==> src/rtl/core/plcl_pkg.sv <==
// ----------------------------------------------------------------------------
// plcl_pkg
// Types, codes and helpers shared by the palette class color lookup.
// ----------------------------------------------------------------------------
`default_nettype none

package plcl_pkg;

   localparam int ENTRY_INDEX_BITS = 8;
   localparam int VALUE_BITS       = 32;
   localparam int COLOR_BITS       = 32;
   localparam int CHAN_BITS        = 8;
   localparam int CHANNELS         = 4;

   // 255^3: full scale of layer opacity * value opacity * alpha
   localparam logic [23:0] OPACITY_DIV = 24'(255 * 255 * 255);

   typedef enum logic {
      OP_LOAD  = 1'b0,
      OP_PIXEL = 1'b1
   } plcl_op_type;

   typedef enum logic [1:0] {
      CSR_NODATA_COLOR    = 2'd0,
      CSR_TRANSPARENCY_ON = 2'd1,
      CSR_ALPHA_BAND_ON   = 2'd2,
      CSR_LAYER_OPACITY   = 2'd3
   } plcl_csr_type;

   // One beat moving down the cell chain. For a load, key/color/flag carry
   // the entry key, premultiplied color and enable; for a pixel they carry
   // the sample, the color of the latest match and the nodata mark.
   typedef struct packed {
      plcl_op_type                 op;
      logic [ENTRY_INDEX_BITS-1:0] index;
      logic [VALUE_BITS-1:0]       key;
      logic [COLOR_BITS-1:0]       color;
      logic                        flag;
      logic                        hit;
      logic [CHAN_BITS-1:0]        alpha;
      logic [CHAN_BITS-1:0]        opacity;
      logic                        eob;
   } plcl_beat_type;

   typedef struct packed {
      logic [COLOR_BITS-1:0] nodata_color;
      logic                  transparency_on;
      logic                  alpha_band_on;
      logic [CHAN_BITS-1:0]  layer_opacity;
   } plcl_cfg_type;

   function automatic logic [CHAN_BITS-1:0] premul_channel(
      input logic [CHAN_BITS-1:0] c,
      input logic [CHAN_BITS-1:0] a
   );
      logic [15:0] t;
      logic [16:0] s;
      begin
         t = 16'(c) * 16'(a);
         s = 17'(t) + 17'(t[15:8]) + 17'd128;
         return s[15:8];
      end
   endfunction

   function automatic logic [COLOR_BITS-1:0] premultiply(
      input logic [COLOR_BITS-1:0] argb
   );
      logic [CHAN_BITS-1:0] a;
      begin
         a = argb[31:24];
         return {a, premul_channel(argb[23:16], a), premul_channel(argb[15:8], a),
                 premul_channel(argb[7:0], a)};
      end
   endfunction

endpackage

`default_nettype wire

==> src/rtl/core/plcl_cell.sv <==
// ----------------------------------------------------------------------------
// plcl_cell
// One table slot of the lookup chain: takes loads addressed to it and
// marks passing pixels whose value matches its enabled key.
// ----------------------------------------------------------------------------
`default_nettype none

module plcl_cell #(
   parameter int CELL_INDEX = 0,
   parameter int CMP_BITS   = 32
) (
   input  logic                    clock,
   input  logic                    reset,
   input  logic                    advance,
   input  logic                    valid_i,
   input  plcl_pkg::plcl_beat_type beat_i,
   output logic                    valid_o,
   output plcl_pkg::plcl_beat_type beat_o
);
   import plcl_pkg::*;

   localparam bit IN_RANGE = CELL_INDEX < (1 << ENTRY_INDEX_BITS);
   localparam logic [ENTRY_INDEX_BITS-1:0] CELL_CODE = ENTRY_INDEX_BITS'(CELL_INDEX);

   logic [CMP_BITS-1:0]   key_ff;
   logic [COLOR_BITS-1:0] color_ff;
   logic                  slot_valid_ff;
   logic                  valid_ff;
   plcl_beat_type         beat_ff;
   plcl_beat_type         beat_in;
   logic                  load_sel;
   logic                  key_match;

   always_comb begin
      load_sel  = valid_i && (beat_i.op == OP_LOAD) && IN_RANGE &&
                  (beat_i.index == CELL_CODE);
      key_match = valid_i && (beat_i.op == OP_PIXEL) && !beat_i.flag &&
                  slot_valid_ff && (key_ff == beat_i.key[CMP_BITS-1:0]);
      beat_in = beat_i;
      // later slot overrides any earlier match
      if (key_match) begin
         beat_in.hit   = 1'b1;
         beat_in.color = color_ff;
      end
   end

   always_ff @(posedge clock) begin
      if (reset) begin
         valid_ff      <= 1'b0;
         slot_valid_ff <= 1'b0;
      end else if (advance) begin
         valid_ff <= valid_i;
         if (load_sel) begin
            slot_valid_ff <= beat_i.flag;
         end
      end
   end

   always_ff @(posedge clock) begin
      if (advance) begin
         beat_ff <= beat_in;
         if (load_sel) begin
            key_ff   <= beat_i.key[CMP_BITS-1:0];
            color_ff <= beat_i.color;
         end
      end
   end

   assign valid_o = valid_ff;
   assign beat_o  = beat_ff;

endmodule

`default_nettype wire

==> config.mk <==
export PLATFORM = sky130hd
export DESIGN_NAME = plcl_cell
export DESIGN_NICKNAME = d
export VERILOG_FILES = /design/src/rtl/core/plcl_pkg.sv /design/src/rtl/core/plcl_cell.sv
export SDC_FILE = /design/constraint.sdc
export NUM_CORES = 1
export LEC_CHECK = 0
export ABC_AREA = 1
export BUFFER_PORTS_ARGS = -buffer_cell sky130_fd_sc_hd__buf_2
export CAP_MARGIN = 20
export CORE_MARGIN = 4
export CORE_UTILIZATION = 30
export CTS_BUF_LIST = sky130_fd_sc_hd__clkbuf_2
export CTS_CLUSTER_SIZE = 30
export DETAILED_ROUTE_END_ITERATION = 10
export PLACE_DENSITY = 0.52
export REMOVE_ABC_BUFFERS = 1
export SKIP_LAST_GASP = 1
export SYNTH_ARGS = -nofsm -noshare
export SYNTH_HDL_FRONTEND = slang
export SYNTH_SLANG_ARGS = --single-unit
==> constraint.sdc <==
create_clock -name clock -period 6.3 [get_ports clock]
set_clock_uncertainty 0.2 [all_clocks]
set_input_delay 1.26 -clock clock [delete_from_list [all_inputs] [get_ports clock]]
set_output_delay 1.26 -clock clock [all_outputs]
set_load 0.005 [all_outputs]
# After elaboration in Yosys (flattened, before gate mapping)
# Index checks and enable logic that the tools add are counted.
dict set report word_totals {
  output_inout_bits 93
  ff_bits 158
  word_cells 25
  input_bits 96
}
dict set report classes {
  bitwise 1
  mux 1
  n_eq_ne 1
  reduce_logical 9
}
# op count
set ops {}
lappend ops {{$eq 32x32->1} 1}
lappend ops {{$mux 32} 1}
lappend ops {{$logic_not 8->1} 1}
lappend ops {{$logic_and 1x1->1} 6}
lappend ops {{$reduce_and 2->1} 1}
lappend ops {{$logic_not 1->1} 1}
lappend ops {{$not 1->1} 1}

# Longest topological paths before layout
dict set report logic_depth {
  ltp_word 5
  ltp_mapped 12
  mapped_depth_nobuf 11
}

# Worst setup path before layout
# OpenSTA, ideal clock, no wires.
dict set report synth_path {
  path_kind {input-to-reg}
  start {input beat_i[87] in the netlist's numbering}
  end {register color_ff[0] (enable)}
  setup_slack_ns 1.228
  stages 2
  arrival_ns 4.383
  path_cell_list {or3_1 -> nor2_1}
}
dict set report synth_between {
  elab_chain_cells 3
}
# element line_no
set synth_rtl {}
lappend synth_rtl {{start, declared} plcl_cell.sv:16} ;# input plcl_pkg::plcl_beat_type beat_i,
lappend synth_rtl {{$logic_not 8->1} plcl_cell.sv:36} ;# (beat_i.index == CELL_CODE);
lappend synth_rtl {{$logic_and 1x1->1} plcl_cell.sv:35} ;# load_sel = valid_i && (beat_i.op == OP_LOAD) && IN_RANGE &&
lappend synth_rtl {{$reduce_and 2->1 (no source line)} n/a}
lappend synth_rtl {{end signal, assigned} plcl_cell.sv:64} ;# color_ff <= beat_i.color;
lappend synth_rtl {{end, declared} plcl_cell.sv:26} ;# logic [COLOR_BITS-1:0] color_ff;
# Every way passes these cells.
# A chain may end at the register's enable or synchronous reset.

# Final worst setup path
dict set report layout_path {
  start {input advance}
  end {register key_ff[19] (enable)}
}
dict set report layout_between {
  elab_chain_cells 1
}
# element line_no
set layout_rtl {}
lappend layout_rtl {{start, declared} plcl_cell.sv:14} ;# input logic advance,
lappend layout_rtl {{$reduce_and 2->1 (no source line)} n/a}
lappend layout_rtl {{end signal, assigned} plcl_cell.sv:63} ;# key_ff <= beat_i.key[CMP_BITS-1:0];
lappend layout_rtl {{end, declared} plcl_cell.sv:25} ;# logic [CMP_BITS-1:0] key_ff;
# Every way passes these cells.

==> impl_metrics.env <==
export IMPL_drtIter0Drc=137
export IMPL_io_buffers=188
export IMPL_critPathMaxFanout=43
export IMPL_clock_sinks=158
export IMPL_nets=712
export IMPL_grt_first_pass_wirelength_um=20300
export IMPL_p_per_area_nw_per_um2=259
export IMPL_maxCapViolCount=0
export IMPL_crit_slowest_cell="nor2_4"
export IMPL_worstSetupEndpointType="flop"
export IMPL_status="complete, no violations"
export IMPL_total_power_mw=1.92
export IMPL_setup_viol=0
export IMPL_cts_inserted_buffers=17
export IMPL_cp_slowest_stage_delay_ns=0.58
export IMPL_fmaxAchievable_mhz=308
export IMPL_drive_above_1_share_pct=36.4
export IMPL_die_area_um2=22200
export IMPL_grt_pass1_vias=3900
export IMPL_hold_viol=0
export IMPL_fin_crit_ns=3.24
export IMPL_worst_setup_path_type="input port to flop"
export IMPL_grt_max_degree=53
export IMPL_irDropWorstVdd_mv=0.117
export IMPL_post_route_period_util_pct=51.5
export IMPL_min_delay_path_class="flop to flop"
export IMPL_busiest_layer="met2"
export IMPL_start_kind="input port"
export IMPL_cts_hold_buf=0
export IMPL_use_met3_pct=4.47
export IMPL_core_area_um2=19500
export IMPL_cp_arrival_ns=3.40
export IMPL_row_count=51
export IMPL_dieWidth_um=149
export IMPL_path_cells="buf_4 > nand2_1 > nor3_1 > nand3_1 > nor2_4 > buf_4"
export IMPL_fin_tns_setup_ns=0
export IMPL_drv_slew=0
export IMPL_start_util_pct=30.5
export IMPL_fp_dieH_um=149
export IMPL_syn_inst=419
export IMPL_synth_seq_cells=158
export IMPL_gr_usage_met2_pct=19.4
export IMPL_power_leakage_nw=3.13
export IMPL_path_buf_inv=2
export IMPL_worst_endpoint_required_ns=6.46
export IMPL_post_drt_wl_per_cell_um=14.4
export IMPL_area_delta_synth_final_pct=24.3
export IMPL_crit_family="buffers and inverters"
export IMPL_cpMostUsedCell="buf_4"
export IMPL_cts_tree="built"
export IMPL_grtUsageTotal_pct=11.9
export IMPL_use_met1_pct=14.5
export IMPL_worstMarginPinSlew_ns=0.840
export IMPL_antenna_found_initial=0
export IMPL_clk_insertion_delay_late_ns=0.70
export IMPL_rsz0062_at_grt="false"
export IMPL_globalplace_congestion=0.702
export IMPL_vias_per_cell=4.16
export IMPL_overflow=0
export IMPL_yosysWarnings=0
export IMPL_htreeDepth=4
export IMPL_ys_seq_area_share_pct=79.2
export IMPL_path_clk_slew_ns=0.20
export IMPL_pin_count=189
export IMPL_synth_lib_cells_used_distinct=22
export IMPL_ant_nets=0
export IMPL_relSlewSlack_pct=43.9
export IMPL_cts_setup_buffers=0
export IMPL_post_cts_resized=0
export IMPL_drcViolationCount=0
export IMPL_dp_hpwl_um=8870
export IMPL_avgSynthCellArea_um2=14.2
export IMPL_routed_wl_um=12900
export IMPL_cts_buffer_depth=2
export IMPL_ctsRootBufferMaster="clkbuf_2"
export IMPL_drt_pass1_iterations=6
export IMPL_vias=3727
export IMPL_synth_area_um2=5960
[worst paths after layout]
check	slack [ns]	endpoint	start	depth (start not counted)
min reg2reg	0.28	valid_o$_SDFFE_PP0P_	valid_o$_SDFFE_PP0P_	2
min	0.28	valid_o$_SDFFE_PP0P_	valid_o$_SDFFE_PP0P_	2
max reg2reg	3.58	beat_o[46]$_DFFE_PP_	key_ff[20]$_DFFE_PP_	10
max	3.06	key_ff[19]$_DFFE_PP_	advance	6
[cells by family (layout without fill, tap and decap cells)]
| kind of cell | after synthesis | in the layout | share of synthesized area, % |
|---|---|---|---|
| AND/OR/NAND/NOR | 188 | 188 | 14.1 |
| flip-flops | 158 | 158 | 79.2 |
| buffers and inverters | 54 | 264 | 4.22 |
| XOR/XNOR | 12 | 12 | 1.76 |
| AO/OA/AOI/OAI | 7 | 7 | 0.671 |
| other | 0 | 1 | 0 |
[tightest hold or removal path, cell delays in order (launching register included)]
cell and delay, ns:
dfxtp_1 0.36, nand2_1 0.06, a21oi_1 0.05
[placed cells by master (no fill, tap or decap), types with 2 or more instances in the layout]
master	n
nor2_4	3
dfxtp_1	2
nand4_1	32
clkinvlp_4	4
clkinv_2	4
inv_1	40
nand2_1	133
buf_4	3
nand2_2	2
o21ai_1	4
clkbuf_2	19
nor2_1	12
xnor2_1	12
inv_2	2
clkinv_1	2
bufinv_16	3
nand3_1	2
buf_2	187
edfxtp_1	156
[per-layer routing]
| metal | vias to the layer above | routed length, µm |
|---|---|---|
| met2 | 119 | 6340 |
| met1 | 1746 | 5500 |
| li1 | 1851 | - |
| met4 | 0 | 180 |
| met5 | - | 0 |
| met3 | 11 | 901 |
[cell type report]
type                            count  area (µm²)
Inverter                           42         158
Fill cell                        1951       12100
Clock inverter                     13         148
Tap cell                          265         332
Sequential cell                   158        4720
Clock buffer                       19        95.1
Timing Repair Buffer              190         958
Multi-Input combinational cell    207         995
Antenna cell                        1        2.50
[through the flow]
stage	utilization [%]	hold WS [ns]	instance area, µm²	setup WS, ns	cells
3_5_place_dp	36.7	0.254	7170	2.21	862
2_1_floorplan	-	0.249	5870	1.23	407
5_1_grt	37.9	0.290	7410	2.78	894
3_3_place_gp	36.7	0.243	7170	2.26	862
6_report	38.0	0.276	7410	3.06	895
4_1_cts	37.9	0.279	7410	3.09	894
[cell usage after synthesis]
library cell	count	share of area [%]
nor2_1	13	0.82
nand3_4	1	0.29
o21ai_1	4	0.34
a211oi_1	1	0.13
nor3_1	1	0.084
inv_1	40	2.5
dfxtp_1	2	0.67
nand3_1	2	0.17
a21oi_1	1	0.084
buf_2	3	0.25
edfxtp_1	156	79
nor2_8	1	0.34
or3_1	1	0.10
xnor2_1	12	1.8
inv_2	2	0.13
nand2_2	2	0.21
nor2_4	2	0.38
buf_6	3	0.57
o211ai_1	1	0.13
nand2_1	133	8.4
nand4_1	32	3.4
buf_4	6	0.76
[registers in the layout, summed over array words and instances (netlist names)]
name and flops:
beat_o 92, color_ff 32, key_ff 32, slot_valid_ff 1
valid_o 1
[power by group]
| group | internal [mW] | switching, mW | leakage [nW] | total, mW |
|---|---|---|---|---|
| clock | 0.218 | 0.351 | 0.141 | 0.569 |
| combinational | 0.0625 | 0.0724 | 1.50 | 0.135 |
| sequential | 1.21 | 0.0117 | 1.49 | 1.22 |
| total | 1.49 | 0.435 | 3.13 | 1.92 |
No activity file was read; power rests on OpenSTA's default activity.
