## src/rtl/core/plcl_pkg.sv

```systemverilog
// ----------------------------------------------------------------------------
// plcl_pkg
// Types, codes and helpers shared by the palette class color lookup.
// ----------------------------------------------------------------------------
`default_nettype none

package plcl_pkg;

   localparam int ENTRY_INDEX_BITS = 8;
   localparam int VALUE_BITS       = 32;
   localparam int COLOR_BITS       = 32;
   localparam int CHAN_BITS        = 8;
   localparam int CHANNELS         = 4;

   // 255^3: full scale of layer opacity * value opacity * alpha
   localparam logic [23:0] OPACITY_DIV = 24'(255 * 255 * 255);

   typedef enum logic {
      OP_LOAD  = 1'b0,
      OP_PIXEL = 1'b1
   } plcl_op_type;

   typedef enum logic [1:0] {
      CSR_NODATA_COLOR    = 2'd0,
      CSR_TRANSPARENCY_ON = 2'd1,
      CSR_ALPHA_BAND_ON   = 2'd2,
      CSR_LAYER_OPACITY   = 2'd3
   } plcl_csr_type;

   // One beat moving down the cell chain. For a load, key/color/flag carry
   // the entry key, premultiplied color and enable; for a pixel they carry
   // the sample, the color of the latest match and the nodata mark.
   typedef struct packed {
      plcl_op_type                 op;
      logic [ENTRY_INDEX_BITS-1:0] index;
      logic [VALUE_BITS-1:0]       key;
      logic [COLOR_BITS-1:0]       color;
      logic                        flag;
      logic                        hit;
      logic [CHAN_BITS-1:0]        alpha;
      logic [CHAN_BITS-1:0]        opacity;
      logic                        eob;
   } plcl_beat_type;

   typedef struct packed {
      logic [COLOR_BITS-1:0] nodata_color;
      logic                  transparency_on;
      logic                  alpha_band_on;
      logic [CHAN_BITS-1:0]  layer_opacity;
   } plcl_cfg_type;

   function automatic logic [CHAN_BITS-1:0] premul_channel(
      input logic [CHAN_BITS-1:0] c,
      input logic [CHAN_BITS-1:0] a
   );
      logic [15:0] t;
      logic [16:0] s;
      begin
         t = 16'(c) * 16'(a);
         s = 17'(t) + 17'(t[15:8]) + 17'd128;
         return s[15:8];
      end
   endfunction

   function automatic logic [COLOR_BITS-1:0] premultiply(
      input logic [COLOR_BITS-1:0] argb
   );
      logic [CHAN_BITS-1:0] a;
      begin
         a = argb[31:24];
         return {a, premul_channel(argb[23:16], a), premul_channel(argb[15:8], a),
                 premul_channel(argb[7:0], a)};
      end
   endfunction

endpackage

`default_nettype wire

```

## src/rtl/core/plcl_scale.sv

```systemverilog
// ----------------------------------------------------------------------------
// plcl_scale
// Opacity pipeline after the chain: picks the nodata or table color, or
// scales the table color by layer, value and alpha opacity over 255^3.
// ----------------------------------------------------------------------------
`default_nettype none

module plcl_scale (
   input  logic                    clock,
   input  logic                    reset,
   input  logic                    advance,
   input  logic                    valid_i,
   input  plcl_pkg::plcl_beat_type beat_i,
   input  plcl_pkg::plcl_cfg_type  cfg,
   output logic                    valid_o,
   output logic [31:0]             color_o,
   output logic                    hit_o,
   output logic                    eob_o
);
   import plcl_pkg::*;

   // floor(x / 255^3) == (x * RECIP) >> 56 for every 32-bit x
   localparam int RSHIFT = 56;
   localparam logic [32:0] RECIP =
      33'(((65'd1 << RSHIFT) + 65'(OPACITY_DIV) - 65'd1) / 65'(OPACITY_DIV));

   // stage 1: select and first product
   logic                  s1_valid_ff;
   logic                  s1_scale_ff, s1_scale_in;
   logic [COLOR_BITS-1:0] s1_base_ff, s1_base_in;
   logic [COLOR_BITS-1:0] s1_color_ff;
   logic [15:0]           s1_ov_ff;
   logic [CHAN_BITS-1:0]  s1_alpha_ff;
   logic                  s1_hit_ff;
   logic                  s1_eob_ff;

   // stage 2: full opacity factor
   logic                  s2_valid_ff;
   logic                  s2_scale_ff;
   logic [COLOR_BITS-1:0] s2_base_ff;
   logic [COLOR_BITS-1:0] s2_color_ff;
   logic [23:0]           s2_f_ff;
   logic                  s2_hit_ff;
   logic                  s2_eob_ff;

   // stage 3: per-channel products
   logic                  s3_valid_ff;
   logic                  s3_scale_ff;
   logic [COLOR_BITS-1:0] s3_base_ff;
   logic [31:0]           s3_x_ff [CHANNELS];
   logic                  s3_hit_ff;
   logic                  s3_eob_ff;

   // output register
   logic                  out_valid_ff;
   logic [COLOR_BITS-1:0] out_color_ff, out_color_in;
   logic                  out_hit_ff;
   logic                  out_eob_ff;
   logic [64:0]           quot_prod [CHANNELS];
   logic [COLOR_BITS-1:0] scaled;

   always_comb begin
      s1_scale_in = beat_i.hit && cfg.transparency_on &&
                    !(cfg.alpha_band_on && (beat_i.alpha == '0));
      if (beat_i.hit && !cfg.transparency_on) begin
         s1_base_in = beat_i.color;
      end else begin
         s1_base_in = cfg.nodata_color;
      end
   end

   always_ff @(posedge clock) begin
      if (reset) begin
         s1_valid_ff  <= 1'b0;
         s2_valid_ff  <= 1'b0;
         s3_valid_ff  <= 1'b0;
         out_valid_ff <= 1'b0;
      end else if (advance) begin
         // drop load beats here
         s1_valid_ff  <= valid_i && (beat_i.op == OP_PIXEL);
         s2_valid_ff  <= s1_valid_ff;
         s3_valid_ff  <= s2_valid_ff;
         out_valid_ff <= s3_valid_ff;
      end
   end

   always_ff @(posedge clock) begin
      if (advance) begin
         s1_scale_ff <= s1_scale_in;
         s1_base_ff  <= s1_base_in;
         s1_color_ff <= beat_i.color;
         s1_ov_ff    <= 16'(cfg.layer_opacity) * 16'(beat_i.opacity);
         s1_alpha_ff <= cfg.alpha_band_on ? beat_i.alpha : {CHAN_BITS{1'b1}};
         s1_hit_ff   <= beat_i.hit;
         s1_eob_ff   <= beat_i.eob;

         s2_scale_ff <= s1_scale_ff;
         s2_base_ff  <= s1_base_ff;
         s2_color_ff <= s1_color_ff;
         s2_f_ff     <= 24'(s1_ov_ff) * 24'(s1_alpha_ff);
         s2_hit_ff   <= s1_hit_ff;
         s2_eob_ff   <= s1_eob_ff;

         s3_scale_ff <= s2_scale_ff;
         s3_base_ff  <= s2_base_ff;
         s3_hit_ff   <= s2_hit_ff;
         s3_eob_ff   <= s2_eob_ff;

         out_color_ff <= out_color_in;
         out_hit_ff   <= s3_hit_ff;
         out_eob_ff   <= s3_eob_ff;
      end
   end

   for (genvar k = 0; k < CHANNELS; k++) begin : g_chan
      always_ff @(posedge clock) begin
         if (advance) begin
            s3_x_ff[k] <= 32'(s2_f_ff) *
                          32'(s2_color_ff[k*CHAN_BITS +: CHAN_BITS]);
         end
      end

      assign quot_prod[k] = 65'(s3_x_ff[k]) * 65'(RECIP);
      assign scaled[k*CHAN_BITS +: CHAN_BITS] = quot_prod[k][RSHIFT +: CHAN_BITS];
   end

   assign out_color_in = s3_scale_ff ? scaled : s3_base_ff;

   assign valid_o = out_valid_ff;
   assign color_o = out_color_ff;
   assign hit_o   = out_hit_ff;
   assign eob_o   = out_eob_ff;

endmodule

`default_nettype wire

```

## config.mk

```make
export PLATFORM = sky130hd
export DESIGN_NAME = plcl_scale
export DESIGN_NICKNAME = d
export VERILOG_FILES = /design/src/rtl/core/plcl_pkg.sv /design/src/rtl/core/plcl_scale.sv
export SDC_FILE = /design/constraint.sdc
export NUM_CORES = 2
export LEC_CHECK = 0
export ABC_AREA = 1
export BUFFER_PORTS_ARGS = -buffer_cell sky130_fd_sc_hd__buf_2
export CAP_MARGIN = 20
export CORE_MARGIN = 2
export CORE_UTILIZATION = 41
export CTS_CLUSTER_SIZE = 30
export DETAILED_ROUTE_END_ITERATION = 7
export PLACE_DENSITY = 0.65
export SLEW_MARGIN = 15
export SYNTH_ARGS = -nofsm -noshare
export SYNTH_HDL_FRONTEND = slang
export SYNTH_SLANG_ARGS = --single-unit
```

## constraint.sdc

```tcl
create_clock -name clock -period 4.9 [get_ports clock]
set_clock_uncertainty 0.15 [all_clocks]
set_input_delay 0.98 -clock clock [delete_from_list [all_inputs] [get_ports clock]]
set_output_delay 0.98 -clock clock [all_outputs]
set_load 0.005 [all_outputs]
```

======== Word-level counts from Yosys, hierarchy flattened ========
Memory sizes are Yosys's and may differ from the RTL's.
Cells that the tools add are included.
storage, ports and cells
  memories kept ........................... 1
  RAM bits ................................ 128
  register bits ........................... 255
  logic and storage cells ................. 47
memories
  memory   depth  width  rd ports  clocked after Yosys merged registers in  wr ports  RTL line          RTL
  s3_x_ff  4      32     4         0                                        4         plcl_scale.sv:50  logic [31:0] s3_x_ff [CHANNELS];
cells by class
  multiply operators ...................... 10
  multiplexer cells ....................... 4
  reduce and logical (&&, ||, !) cells .... 8
operator list
  cell                                                                   number
  32-bit by 29-bit multiplier with 60-bit output, second input constant  4
  24-bit by 8-bit multiplier with 32-bit output                          4
  32-bit two-way mux                                                     2
  16-bit by 8-bit multiplier with 24-bit output                          1
  8-bit by 8-bit multiplier with 16-bit output                           1
  8-bit logical NOT                                                      1
  1-bit logical AND                                                      5
  1-bit logical NOT                                                      2
  1-bit two-way mux                                                      2

======== Logic depth before layout (Yosys ltp) ========
  word-level depth ........................ 4
  depth in mapped cells ................... 26
  mapped depth without buffers ............ 26

======== Least setup slack after synthesis ========
Ideal clock, no wire load.
  kind .................................... register to register
  start ................................... memory s3_x_ff[1][8]
  end ..................................... register out_color_ff[12], in the netlist color_o[12], data pin
  clock period less this slack ............ 5393 ps
  stages on the path, launching flop included .. 25
  arrival time ............................ 4990 ps
  setup time .............................. 253 ps
  slack ................................... -493 ps
  path through ............................ edfxtp_1 ha_1 ha_1 ha_1 inv_1 fa_1 inv_1 fa_1 fa_1 fa_1 inv_1 fa_1 inv_1 ha_1 nand2_1 nor2_1 nand2_1 nor2_1 inv_1 nor3_1 nand2_1 nand3_1 nand2_1 nand3_1 nand2_1
RTL lines
  element               RTL line           RTL
  from (decl)           plcl_scale.sv:50
  to (signal assigned)  plcl_scale.sv:109  out_color_ff <= out_color_in;
  to (decl)             plcl_scale.sv:56   logic [COLOR_BITS-1:0] out_color_ff, out_color_in;

==> results.md <==
* Worst path top cell family by delay: adder cells
* Initial antenna violation count at 0
* Crit-path max FO at 5
* Global Route Usage Sum at 0.2079
* Max H-tree Level at 2
* DRC at 0
* Initial drt markers at a little under 4k
* Hold Startpoint: s2_base_ff[9]
* Boundary pin count at ~170
* Biggest cell delay along the critical path at roughly 0.52 ns
* First-pass GRT wire length at roughly 360 mm
* Synthesized net count at roughly 13k
* # diodes at 0
* Antenna-violating nets left at 0
* Largest net degree at the start of global routing at between 90 and 100
* HPWL after DPL at between 150 and 200 mm
* Number of global-route vias before repair at ~71k
* Initial Utilization at 0.4125
* CTS tree: built
* Seq/Total Area, Yosys at 0.1342
* Setup TNS at -20.19 ns
* Async SR Flop Fraction at 0
* Netlist cell types at 52
* Syn avg cell area at roughly 8.5 um2
* RSZ-0062 raised after global routing: yes
* Period utilization at 1.152
* CTS Hold Bufs at 0
* Worst path buffer plus inverter count at 4
* Post-layout min period at around 5.6 ns
* Req. time, crit path at just over 5 ns
* Filler cells at 19.34k
* Placer Congestion at approximately 0.94
* Hold endpoint: s3_base_ff[9]
* Final Routed Wirelength at approximately 220 mm
* Worst r2r src: s3_x_ff[3][8]
* FF+latch area at 11460 um2
* Vias/cell at approximately 4.9
* Status: complete, but fails checks
* Detailed Routing Iterations Pass 1 at 6
* MaxCap Viol Count at 0
* Worst skew pair latency at between 0.6 and 0.7 ns
* Worst Path Arrival at a little under 6 ns
* Input/output buffers at about 130
* CP max stage cell: edfxtp_1
* GR Overflow Total at 0
* Final net count at between 10k and 15k
* Max Clk Rate at ~180 MHz
* Layout area overhead at 17.55%
* Clock Path Buffers at 3
* Routed via count at roughly 67k
* Number of synthesized flops with an enable pin at between 300 and 400
* Hold Crit Depth at 0
* Die X at between 400 and 500 um
* Clock root buffer: clkbuf_16
* Seq cells post-synth at roughly 380
* Synthesized cell area at around 85000 um2
* Crit path cell chain: ha_1, ha_1, ha_1, inv_1, fa_1, inv_1, fa_1, fa_2, fa_1, inv_2, fa_1, inv_2, ha_4, nand2_4, nor2_4, nand2_2, nor3_2, nand2_1, nor2_1, nand2_1, nand3_1, nand2_1, nand3_2, nand2_1
* Reg2reg setup slack at -0.74 ns
* Layout cells sized above 1 at 0.1494
* Die footprint at 212000 um2
* Crit. End Element: flip-flop
* Worst-path clk slew at about 0.06 ns
* Final Hold Viols at 0
* Multi-input logic area at 66950 um2
* Die Span Y at roughly 460 um
* Cells on worst reg2reg path at 24
* Slew headroom at 0.2839
* CTS sink count at about 380
* Hold Path Class: reg2reg
* # setup viols final at 32
* Core area at roughly 210000 um2
* Crit Reg-Reg Endpoint: color_o[28]
* Crit path kind: reg2reg
* Failing checks: setup timing
* Num CTS Buffers at 47
* Gate Count Post-Synth at around 10k
* Dpl ws at -0.8198 ns
* Yosys Warn Count at 0
* Worst-Margin Slew at around 1.1 ns
* Startpoint Class: flip-flop
* Post-DR wirelength/cell at 15.99 um
* Ys flop type: edfxtp_1
* Slew Limit Fails at 0
* Std cell rows at 167
* Fin worst setup slack at -0.7426 ns
cell usage in the layout (no fill, tap or decap), types with 56 or more instances in the layout:
master and instances:
a21oi_1 277, a21oi_2 56, buf_12 57, buf_2 130, buf_4 713, edfxtp_1 379
fa_1 1199, ha_1 1566, ha_4 117, inv_1 2435, nand2_1 2378, nand2_2 107
nand3_1 179, nor2_1 369, nor2_2 73, nor3_1 56, o21ai_0 119, xor2_1 92
timing repair:
item                       in CTS  in global routing
hold endpoints to repair        0                  0
setup endpoints to repair      32                 81
gates cloned                    0                  2
buffers inserted               81                 57
pin swaps                     102                154
gates resized for setup       240                324
cell families after synthesis:
logic type	count (synthesis)	share of synthesized area
AOI/OAI and AO/OA	591	0.03860
xor gates and xnor gates	133	0.01364
adders and majority gates	2916	0.5344
buffers and inverters	2667	0.1173
DFF	383	0.1342
muxes	32	0.004219
and+or+nand+nor	3384	0.1576
routing by layer:
metal,track usage,share of wire,vias up
met5,0,0,-
met2,0.3633,0.48,1554
met3,0.02438,0.052,298
met4,0.05668,0.030,0
li1,-,-,32580
met1,0.2704,0.44,32810
metrics by stage:
stage	cell area, um2	hold WS (ns)	utilization	cells
finish	100400	0.2553	0.4848	13710
global placement	94750	0.2503	0.4576	13490
detailed placement	94750	0.2545	0.4576	13490
floorplan	85730	0.2503	-	10110
CTS	98360	0.2583	0.4750	13650
global route	100400	0.2669	0.4848	13710
cell usage after synthesis (all sizes together), types with 13 or more instances:
master | number | share of area
a21o | 23 | 0.0020
a21oi | 337 | 0.020
a31oi | 13 | 0.00095
clkbuf | 187 | 0.0082
edfxtp | 379 | 0.13
fa | 1220 | 0.29
ha | 1696 | 0.25
inv | 2472 | 0.11
mux2 | 32 | 0.0042
nand2 | 2506 | 0.11
nand3 | 222 | 0.013
nand4 | 54 | 0.0040
nor2 | 480 | 0.022
nor3 | 85 | 0.0052
o21a | 13 | 0.0011
o21ai | 149 | 0.0093
o21bai | 36 | 0.0033
xnor2 | 40 | 0.0041
xor2 | 93 | 0.0095
how the worst max path moves through the flow:
| stage | slack, ns | to | from | cells past startpoint |
|---|---|---|---|---|
| after floorplan | -0.42 | color_o[12] | s3_x_ff[1][9] | 24 |
| final | -0.74 | color_o[28] | s3_x_ff[3][8] | 24 |
| after detailed placement | -0.82 | color_o[20] | s3_x_ff[2][9] | 24 |
| after global routing | -0.94 | color_o[28] | s3_x_ff[3][8] | 24 |
| after CTS | -0.71 | color_o[19] | s3_x_ff[2][8] | 25 |
| after global placement | -0.74 | color_o[6] | s3_x_ff[0][17] | 20 |
registers in the layout, summed over array words and instances, names as in the netlist, 8 cells and up:
register     cells
s2_f_ff         24
s1_alpha_ff      8
s2_base_ff      32
s2_color_ff     32
s1_ov_ff        16
s1_base_ff      32
s1_color_ff     32
s3_base_ff      32
color_o         32
s3_x_ff        128
layout make-up:
cell class                 count  share of cell area
timing repair buffer         927             0.07450
tap                         2788             0.03475
sequential                   383              0.1142
clock buffer                  50             0.01183
clock inverter                38            0.005434
multi-input combinational   7056              0.6669
inverter                    2472             0.09247
Power is left out: the tool's default activity adds up to more than one toggle a clock period on the data nets, which glitch-free logic cannot reach.
